`src/design/tqpr_pkg.sv`:
```
// Package for the two-queue page replacement tracker.
// Holds the state machine type, command and result codes, and register indexes.
// Used by every module under design/.
`timescale 1ns / 1ps
package tqpr_pkg;

  localparam int PageW = 31;

  typedef enum logic [1:0] {
    CMD_READ  = 2'd0,
    CMD_WRITE = 2'd1,
    CMD_FLUSH = 2'd2,
    CMD_NONE  = 2'd3
  } cmd_t;

  typedef enum logic [2:0] {
    KIND_HIT_FREQ   = 3'd0,
    KIND_HIT_RECENT = 3'd1,
    KIND_MISS_FREQ  = 3'd2,
    KIND_MISS_REC   = 3'd3,
    KIND_BYPASS     = 3'd4,
    KIND_WRITEBACK  = 3'd5,
    KIND_FLUSH_DONE = 3'd6,
    KIND_UNUSED     = 3'd7
  } kind_t;

  localparam logic [1:0] REG_FREQ_CAP   = 2'd0;
  localparam logic [1:0] REG_RECENT_CAP = 2'd1;
  localparam logic [1:0] REG_GHOST_CAP  = 2'd2;
  localparam logic [1:0] REG_BYPASS     = 2'd3;

  typedef enum logic [3:0] {
    ST_IDLE,
    ST_LOOKUP,
    ST_DECIDE,
    ST_EMIT_WB,
    ST_EMIT_ACC,
    ST_FLUSH_FREQ,
    ST_FLUSH_REC,
    ST_FLUSH_DONE
  } state_t;

  // controller -> datapath
  typedef struct packed {
    logic load;        // capture incoming word
    logic lookup;      // register match results
    logic hit_freq;    // move hit page to MRU
    logic hit_rec;     // mark recent hit dirty on write
    logic ins_freq;    // insert to frequent (evict when full)
    logic ins_rec;     // insert to recent (evict to ghost when full)
    logic flush_clr;   // clear both page lists
    logic scan_step;   // advance flush scan pointer
    logic scan_start;  // reset flush scan pointer
  } dp_cmd_t;

  // datapath -> controller
  typedef struct packed {
    logic freq_hit;
    logic rec_hit;
    logic ghost_hit;
    logic freq_full;
    logic rec_full;
    logic freq_victim_dirty;
    logic rec_victim_dirty;
    logic scan_freq_end;
    logic scan_rec_end;
    logic scan_freq_dirty;
    logic scan_rec_dirty;
  } dp_status_t;

endpackage

```
`src/design/tqpr_ctrl.sv`:
```
// Controller state machine for the two-queue page replacement tracker.
// Depends on tqpr_pkg; drives commands to tqpr_datapath, output handshake.
`timescale 1ns / 1ps
module tqpr_ctrl (
  input  logic                  clk,
  input  logic                  rst,
  input  logic                  in_valid,
  input  logic [1:0]            in_command,
  input  logic                  bypass,
  input  logic                  out_stall,
  input  tqpr_pkg::dp_status_t  status,
  output tqpr_pkg::dp_cmd_t     cmd,
  output logic                  in_stall,
  output logic                  out_valid,
  output logic [2:0]            out_kind,
  output logic [1:0]            out_src,   // 0 access page, 1 freq victim/scan, 2 rec
  output logic                  out_last
);
  import tqpr_pkg::*;

  state_t state, state_next;
  cmd_t   op, op_next;
  kind_t  acc_kind, acc_kind_next;
  logic   wb_rec, wb_rec_next;

  always_ff @(posedge clk) begin
    if (rst) begin
      state    <= ST_IDLE;
      op       <= CMD_READ;
      acc_kind <= KIND_HIT_FREQ;
      wb_rec   <= 1'b0;
    end else begin
      state    <= state_next;
      op       <= op_next;
      acc_kind <= acc_kind_next;
      wb_rec   <= wb_rec_next;
    end
  end

  logic wr;
  assign wr = (op == CMD_WRITE);

  always_comb begin
    state_next    = state;
    op_next       = op;
    acc_kind_next = acc_kind;
    wb_rec_next   = wb_rec;
    cmd           = '0;
    in_stall      = 1'b1;
    out_valid     = 1'b0;
    out_kind      = KIND_HIT_FREQ;
    out_src       = 2'd0;
    out_last      = 1'b0;
    unique case (state)
      ST_IDLE: begin
        in_stall = 1'b0;
        if (in_valid) begin
          cmd.load       = 1'b1;
          // scan back at slot 0 so eviction victims read from the head
          cmd.scan_start = 1'b1;
          op_next        = cmd_t'(in_command);
          unique case (cmd_t'(in_command))
            CMD_FLUSH: begin
              state_next     = ST_FLUSH_FREQ;
            end
            CMD_NONE: state_next = ST_IDLE;
            default:  state_next = ST_LOOKUP;
          endcase
        end
      end
      ST_LOOKUP: begin
        cmd.lookup = 1'b1;
        state_next = ST_DECIDE;
      end
      ST_DECIDE: begin
        wb_rec_next = 1'b0;
        state_next  = ST_EMIT_ACC;
        if (wr && bypass) begin
          acc_kind_next = KIND_BYPASS;
        end else if (status.freq_hit) begin
          acc_kind_next = KIND_HIT_FREQ;
          cmd.hit_freq  = 1'b1;
        end else if (status.rec_hit) begin
          acc_kind_next = KIND_HIT_RECENT;
          cmd.hit_rec   = 1'b1;
        end else if (bypass) begin
          acc_kind_next = KIND_BYPASS;
        end else if (status.ghost_hit) begin
          acc_kind_next = KIND_MISS_FREQ;
          if (status.freq_full && status.freq_victim_dirty) begin
            state_next = ST_EMIT_WB;
          end else begin
            cmd.ins_freq = 1'b1;
          end
        end else begin
          acc_kind_next = KIND_MISS_REC;
          if (status.rec_full && status.rec_victim_dirty) begin
            wb_rec_next = 1'b1;
            state_next  = ST_EMIT_WB;
          end else begin
            cmd.ins_rec = 1'b1;
          end
        end
      end
      ST_EMIT_WB: begin
        // victim still at slot 0 until the insert fires
        out_valid = 1'b1;
        out_kind  = KIND_WRITEBACK;
        out_src   = wb_rec ? 2'd2 : 2'd1;
        if (!out_stall) begin
          cmd.ins_freq = !wb_rec;
          cmd.ins_rec  = wb_rec;
          state_next   = ST_EMIT_ACC;
        end
      end
      ST_EMIT_ACC: begin
        out_valid = 1'b1;
        out_kind  = acc_kind;
        out_last  = 1'b1;
        if (!out_stall) state_next = ST_IDLE;
      end
      ST_FLUSH_FREQ: begin
        if (status.scan_freq_end) begin
          cmd.scan_start = 1'b1;
          state_next     = ST_FLUSH_REC;
        end else if (status.scan_freq_dirty) begin
          out_valid = 1'b1;
          out_kind  = KIND_WRITEBACK;
          out_src   = 2'd1;
          if (!out_stall) cmd.scan_step = 1'b1;
        end else begin
          cmd.scan_step = 1'b1;
        end
      end
      ST_FLUSH_REC: begin
        if (status.scan_rec_end) begin
          state_next = ST_FLUSH_DONE;
        end else if (status.scan_rec_dirty) begin
          out_valid = 1'b1;
          out_kind  = KIND_WRITEBACK;
          out_src   = 2'd2;
          if (!out_stall) cmd.scan_step = 1'b1;
        end else begin
          cmd.scan_step = 1'b1;
        end
      end
      ST_FLUSH_DONE: begin
        out_valid = 1'b1;
        out_kind  = KIND_FLUSH_DONE;
        out_src   = 2'd3;
        out_last  = 1'b1;
        if (!out_stall) begin
          cmd.flush_clr = 1'b1;
          state_next    = ST_IDLE;
        end
      end
      default: state_next = ST_IDLE;
    endcase
  end
endmodule

```
`config.mk`:
```
export PLATFORM = sky130hd
export DESIGN_NAME = tqpr_ctrl
export DESIGN_NICKNAME = d
export VERILOG_FILES = /design/src/design/tqpr_pkg.sv /design/src/design/tqpr_ctrl.sv
export SDC_FILE = /design/constraint.sdc
export NUM_CORES = 1
export LEC_CHECK = 0
export BUFFER_PORTS_ARGS = -buffer_cell sky130_fd_sc_hd__buf_4
export CAP_MARGIN = 20
export CELL_PAD_IN_SITES_DETAIL_PLACEMENT = 1
export CELL_PAD_IN_SITES_GLOBAL_PLACEMENT = 1
export CORE_MARGIN = 4
export CORE_UTILIZATION = 33
export CTS_CLUSTER_DIAMETER = 30
export DETAILED_ROUTE_END_ITERATION = 16
export GPL_ROUTABILITY_DRIVEN = 0
export PLACE_DENSITY_LB_ADDON = 0.1
export SLEW_MARGIN = 10
export SYNTH_ARGS = -nofsm -noshare
export SYNTH_HDL_FRONTEND = slang
export SYNTH_SLANG_ARGS = --single-unit
```
`constraint.sdc`:
```
create_clock -name clk -period 2.8 [get_ports clk]
set_input_delay 0.28 -clock clk [delete_from_list [all_inputs] [get_ports clk]]
set_output_delay 0.28 -clock clk [all_outputs]
set_load 0.02 [all_outputs]
```
==> results.sh <==
export IMPL_status="finished clean"
export IMPL_cts_reportedPaths_clkPinSlew_ns=0.07
export IMPL_netSwitchingFraction_pct=47.4
export IMPL_wl_per_cell_um=16.4
export IMPL_h_tree_depth=1
export IMPL_slew_viol_final=0
export IMPL_num_antenna_cells=0
export IMPL_num_nets_final=166
export IMPL_wl_um=2870
export IMPL_drt_iter0_markers=18
export IMPL_ir_drop_v=0.000429
export IMPL_cts_resized=0
export IMPL_core_area_um2=2230
export IMPL_min_path_cells=2
export IMPL_synth_edf_count=0
export IMPL_final_hold_viol_count=0
export IMPL_crit_arrival_ns=2.20
export IMPL_postRouteAntennaNets=0
export IMPL_cellLeakagePower_nw=0.445
export IMPL_netlist_cell_type_count=39
export IMPL_syn_area_per_cell_um2=6.89
export IMPL_path_max_fanout=21
export IMPL_grt_pass1_wl_um=4720
export IMPL_dp_final_hpwl_um=2180
export IMPL_crit_type="register to output port"
export IMPL_synthesis_nets=132
export IMPL_cts_root_buffer="clkbuf_4"
export IMPL_synth_ff_type="dfxtp_1"
export IMPL_first_global_vias=996
export IMPL_drive_gt1_share_pct=29.9
export IMPL_power_share_sequential_pct=28.3
export IMPL_netlist_area_um2=786
export IMPL_async_reset_ff_share_pct=0
export IMPL_placement_io_buffers=34
export IMPL_combinationalPowerShare_pct=58.0
export IMPL_ys_warn_count=0
export IMPL_finalSetupViolCount=0
export IMPL_min_period_over_period_pct=88.6
export IMPL_cts_tree="done"
export IMPL_worstSetupEndpointType="output port"
export IMPL_viasPerCell=5.59
export IMPL_post_route_drc_count=0
export IMPL_fill_cells=312
export IMPL_die_area_um2=3230
export IMPL_clockPowerShare_pct=13.7
export IMPL_switching_power_mw=0.346
export IMPL_grt_overflow=0
export IMPL_clockBufferDepth=2
export IMPL_dp_cells=171
export IMPL_tightest_slew_ns=0.738
export IMPL_slew_headroom_pct=49.6
export IMPL_start_util_pct=35.2
export IMPL_die_h_um=56.8
export IMPL_ys_seq_area_share_pct=22.9
export IMPL_vias=979
export IMPL_intPower_mw=0.384
export IMPL_worstRegToRegCells=4
export IMPL_crit_reg2reg_launch="state[2]$_SDFFE_PP0P_"
export IMPL_synth_seq_cells=9
export IMPL_grt_max_degree=22
export IMPL_num_rows=17
export IMPL_synthToLayoutAreaGrowth_pct=38.4
export IMPL_ctsHoldBuffers=0
export IMPL_synth_cells=114
export IMPL_r2r_slack_ns=0.71
export IMPL_hold_start="rst"
export IMPL_critPathRequiredTime_ns=2.52
export IMPL_timing_rr_end="wb_rec$_SDFFE_PP0P_"
export IMPL_dr_pass1_iters=4
export IMPL_post_cts_buffers=0
export IMPL_hold_class="input port to register"
export IMPL_min_to="wb_rec$_SDFFE_PP0P_"
export IMPL_setup_tns_ns=0
export IMPL_numClockSinks=9
export IMPL_die_w_um=56.8
export IMPL_io_pins=35
export IMPL_clkLatencyLatePin_ns=0.26
export IMPL_grt_setup_unrepaired="no"
export IMPL_max_cap_violations=0
export IMPL_max_freq_mhz=403
export IMPL_grt_total_usage_pct=18.2
export IMPL_start_kind="register"
export IMPL_antenna_found_initial=0
export IMPL_finClkSkew_ns=0.00469
export IMPL_min_period_ns=2.48
export IMPL_pwr_density_cell_nw_per_um2=671
export IMPL_layout_cells_non_filler=175
export IMPL_cts_buffers_inserted=3
[cell families after synthesis]
logic type	share of synthesized area, %
AND/OR/NAND/NOR	35.0
AO/OA/AOI/OAI	33.4
buffers and inverters	7.32
flip-flops	22.9
multiplexers	1.27
[worst max-delay path, cell delays in order, from the launching register on]
cell and delay, ns:
dfxtp_1 0.52, or3b_1 0.57, or4_4 0.47, nor2_1 0.10
a32o_1 0.13, buf_4 0.14
[cell usage in the layout (no fill, tap or decap), drive strengths merged, types with 2 or more instances in the layout]
| cell | instances |
|---|---|
| buf | 37 |
| a21boi | 2 |
| nor4bb | 2 |
| and2 | 2 |
| nor2b | 2 |
| a32o | 3 |
| inv | 5 |
| clkbuf | 3 |
| o31ai | 3 |
| nor3 | 3 |
| a21oi | 11 |
| or3 | 2 |
| nand2 | 12 |
| dfxtp | 9 |
| o211ai | 2 |
| nor2 | 15 |
| nand3b | 3 |
| a31oi | 3 |
| nand3 | 2 |
| o21ai | 5 |
| o22ai | 2 |
| nand2b | 3 |
[synth_stat cells (3+ instances only)]
| library cell | number | area (um2) |
|---|---|---|
| o21ai_0 | 5 | 25.0 |
| nor3_1 | 3 | 15.0 |
| a21oi_1 | 11 | 55.1 |
| a31oi_1 | 3 | 18.8 |
| a32o_1 | 3 | 30.0 |
| nor2_1 | 15 | 56.3 |
| o31ai_1 | 3 | 22.5 |
| inv_1 | 5 | 18.8 |
| nand2b_1 | 3 | 18.8 |
| clkbuf_1 | 4 | 15.0 |
| dfxtp_1 | 9 | 180 |
| nand2_1 | 12 | 45.0 |
| nand3b_1 | 3 | 22.5 |
[power by group through the flow]
stage	combinational (mW)	clock, mW	sequential, mW
after floorplan	0.315	0	0.165
after global placement	0.408	0	0.204
after detailed placement	0.420	0	0.207
after CTS	0.424	0.106	0.205
after global routing	0.461	0.115	0.212
final	0.423	0.100	0.206
[per-stage QoR]
stage | instance area (um2) | total power [mW] | hold WS, ns | worst slack [ns] | util [%]
floorplan | 786 | 0.480 | 0.416 | 0.766 | -
global placement | 1060 | 0.612 | 0.473 | 0.685 | 47.5
detailed placement | 1060 | 0.626 | 0.459 | 0.636 | 47.5
CTS | 1090 | 0.734 | 0.252 | 0.319 | 48.7
global route | 1090 | 0.788 | 0.255 | 0.213 | 48.7
finish | 1090 | 0.730 | 0.260 | 0.319 | 48.7
[routing by layer]
metal	GRT usage, %	part of all wire (%)	vias up
met3	2.99	5.2	2
met1	24.4	46	465
met2	29.7	48	28
met4	5.63	0.42	0
li1	-	-	484
met5	0	0	-
[final cells by class]
| type | count | area (um2) | area share, % |
|---|---|---|---|
| inverters | 5 | 18.8 | 1.73 |
| flip-flops and latches | 9 | 180 | 16.6 |
| clock inverters | 1 | 5.00 | 0.460 |
| repair buffers | 37 | 278 | 25.5 |
| clock buffers | 3 | 22.5 | 2.07 |
| multi-input cells | 92 | 548 | 50.4 |
| well taps | 28 | 35.0 | 3.22 |
[worst max path at each step]
stage | from | to | slack (ns) | depth (start not counted)
after floorplan | state[1]$_SDFFE_PP0P_ | out_kind[0] | 0.77 | 5
after global placement | state[2]$_SDFFE_PP0P_ | cmd[3] | 0.68 | 5
after detailed placement | state[2]$_SDFFE_PP0P_ | cmd[3] | 0.64 | 5
after CTS | state[2]$_SDFFE_PP0P_ | cmd[3] | 0.32 | 5
after global routing | state[2]$_SDFFE_PP0P_ | out_kind[0] | 0.21 | 6
final | state[2]$_SDFFE_PP0P_ | cmd[3] | 0.32 | 5
[registers in the layout, indices dropped and copies added (netlist names)]
name	flops
acc_kind	3
op	2
state	3
wb_rec	1
Note: power is estimated with default switching activity, not from simulation.
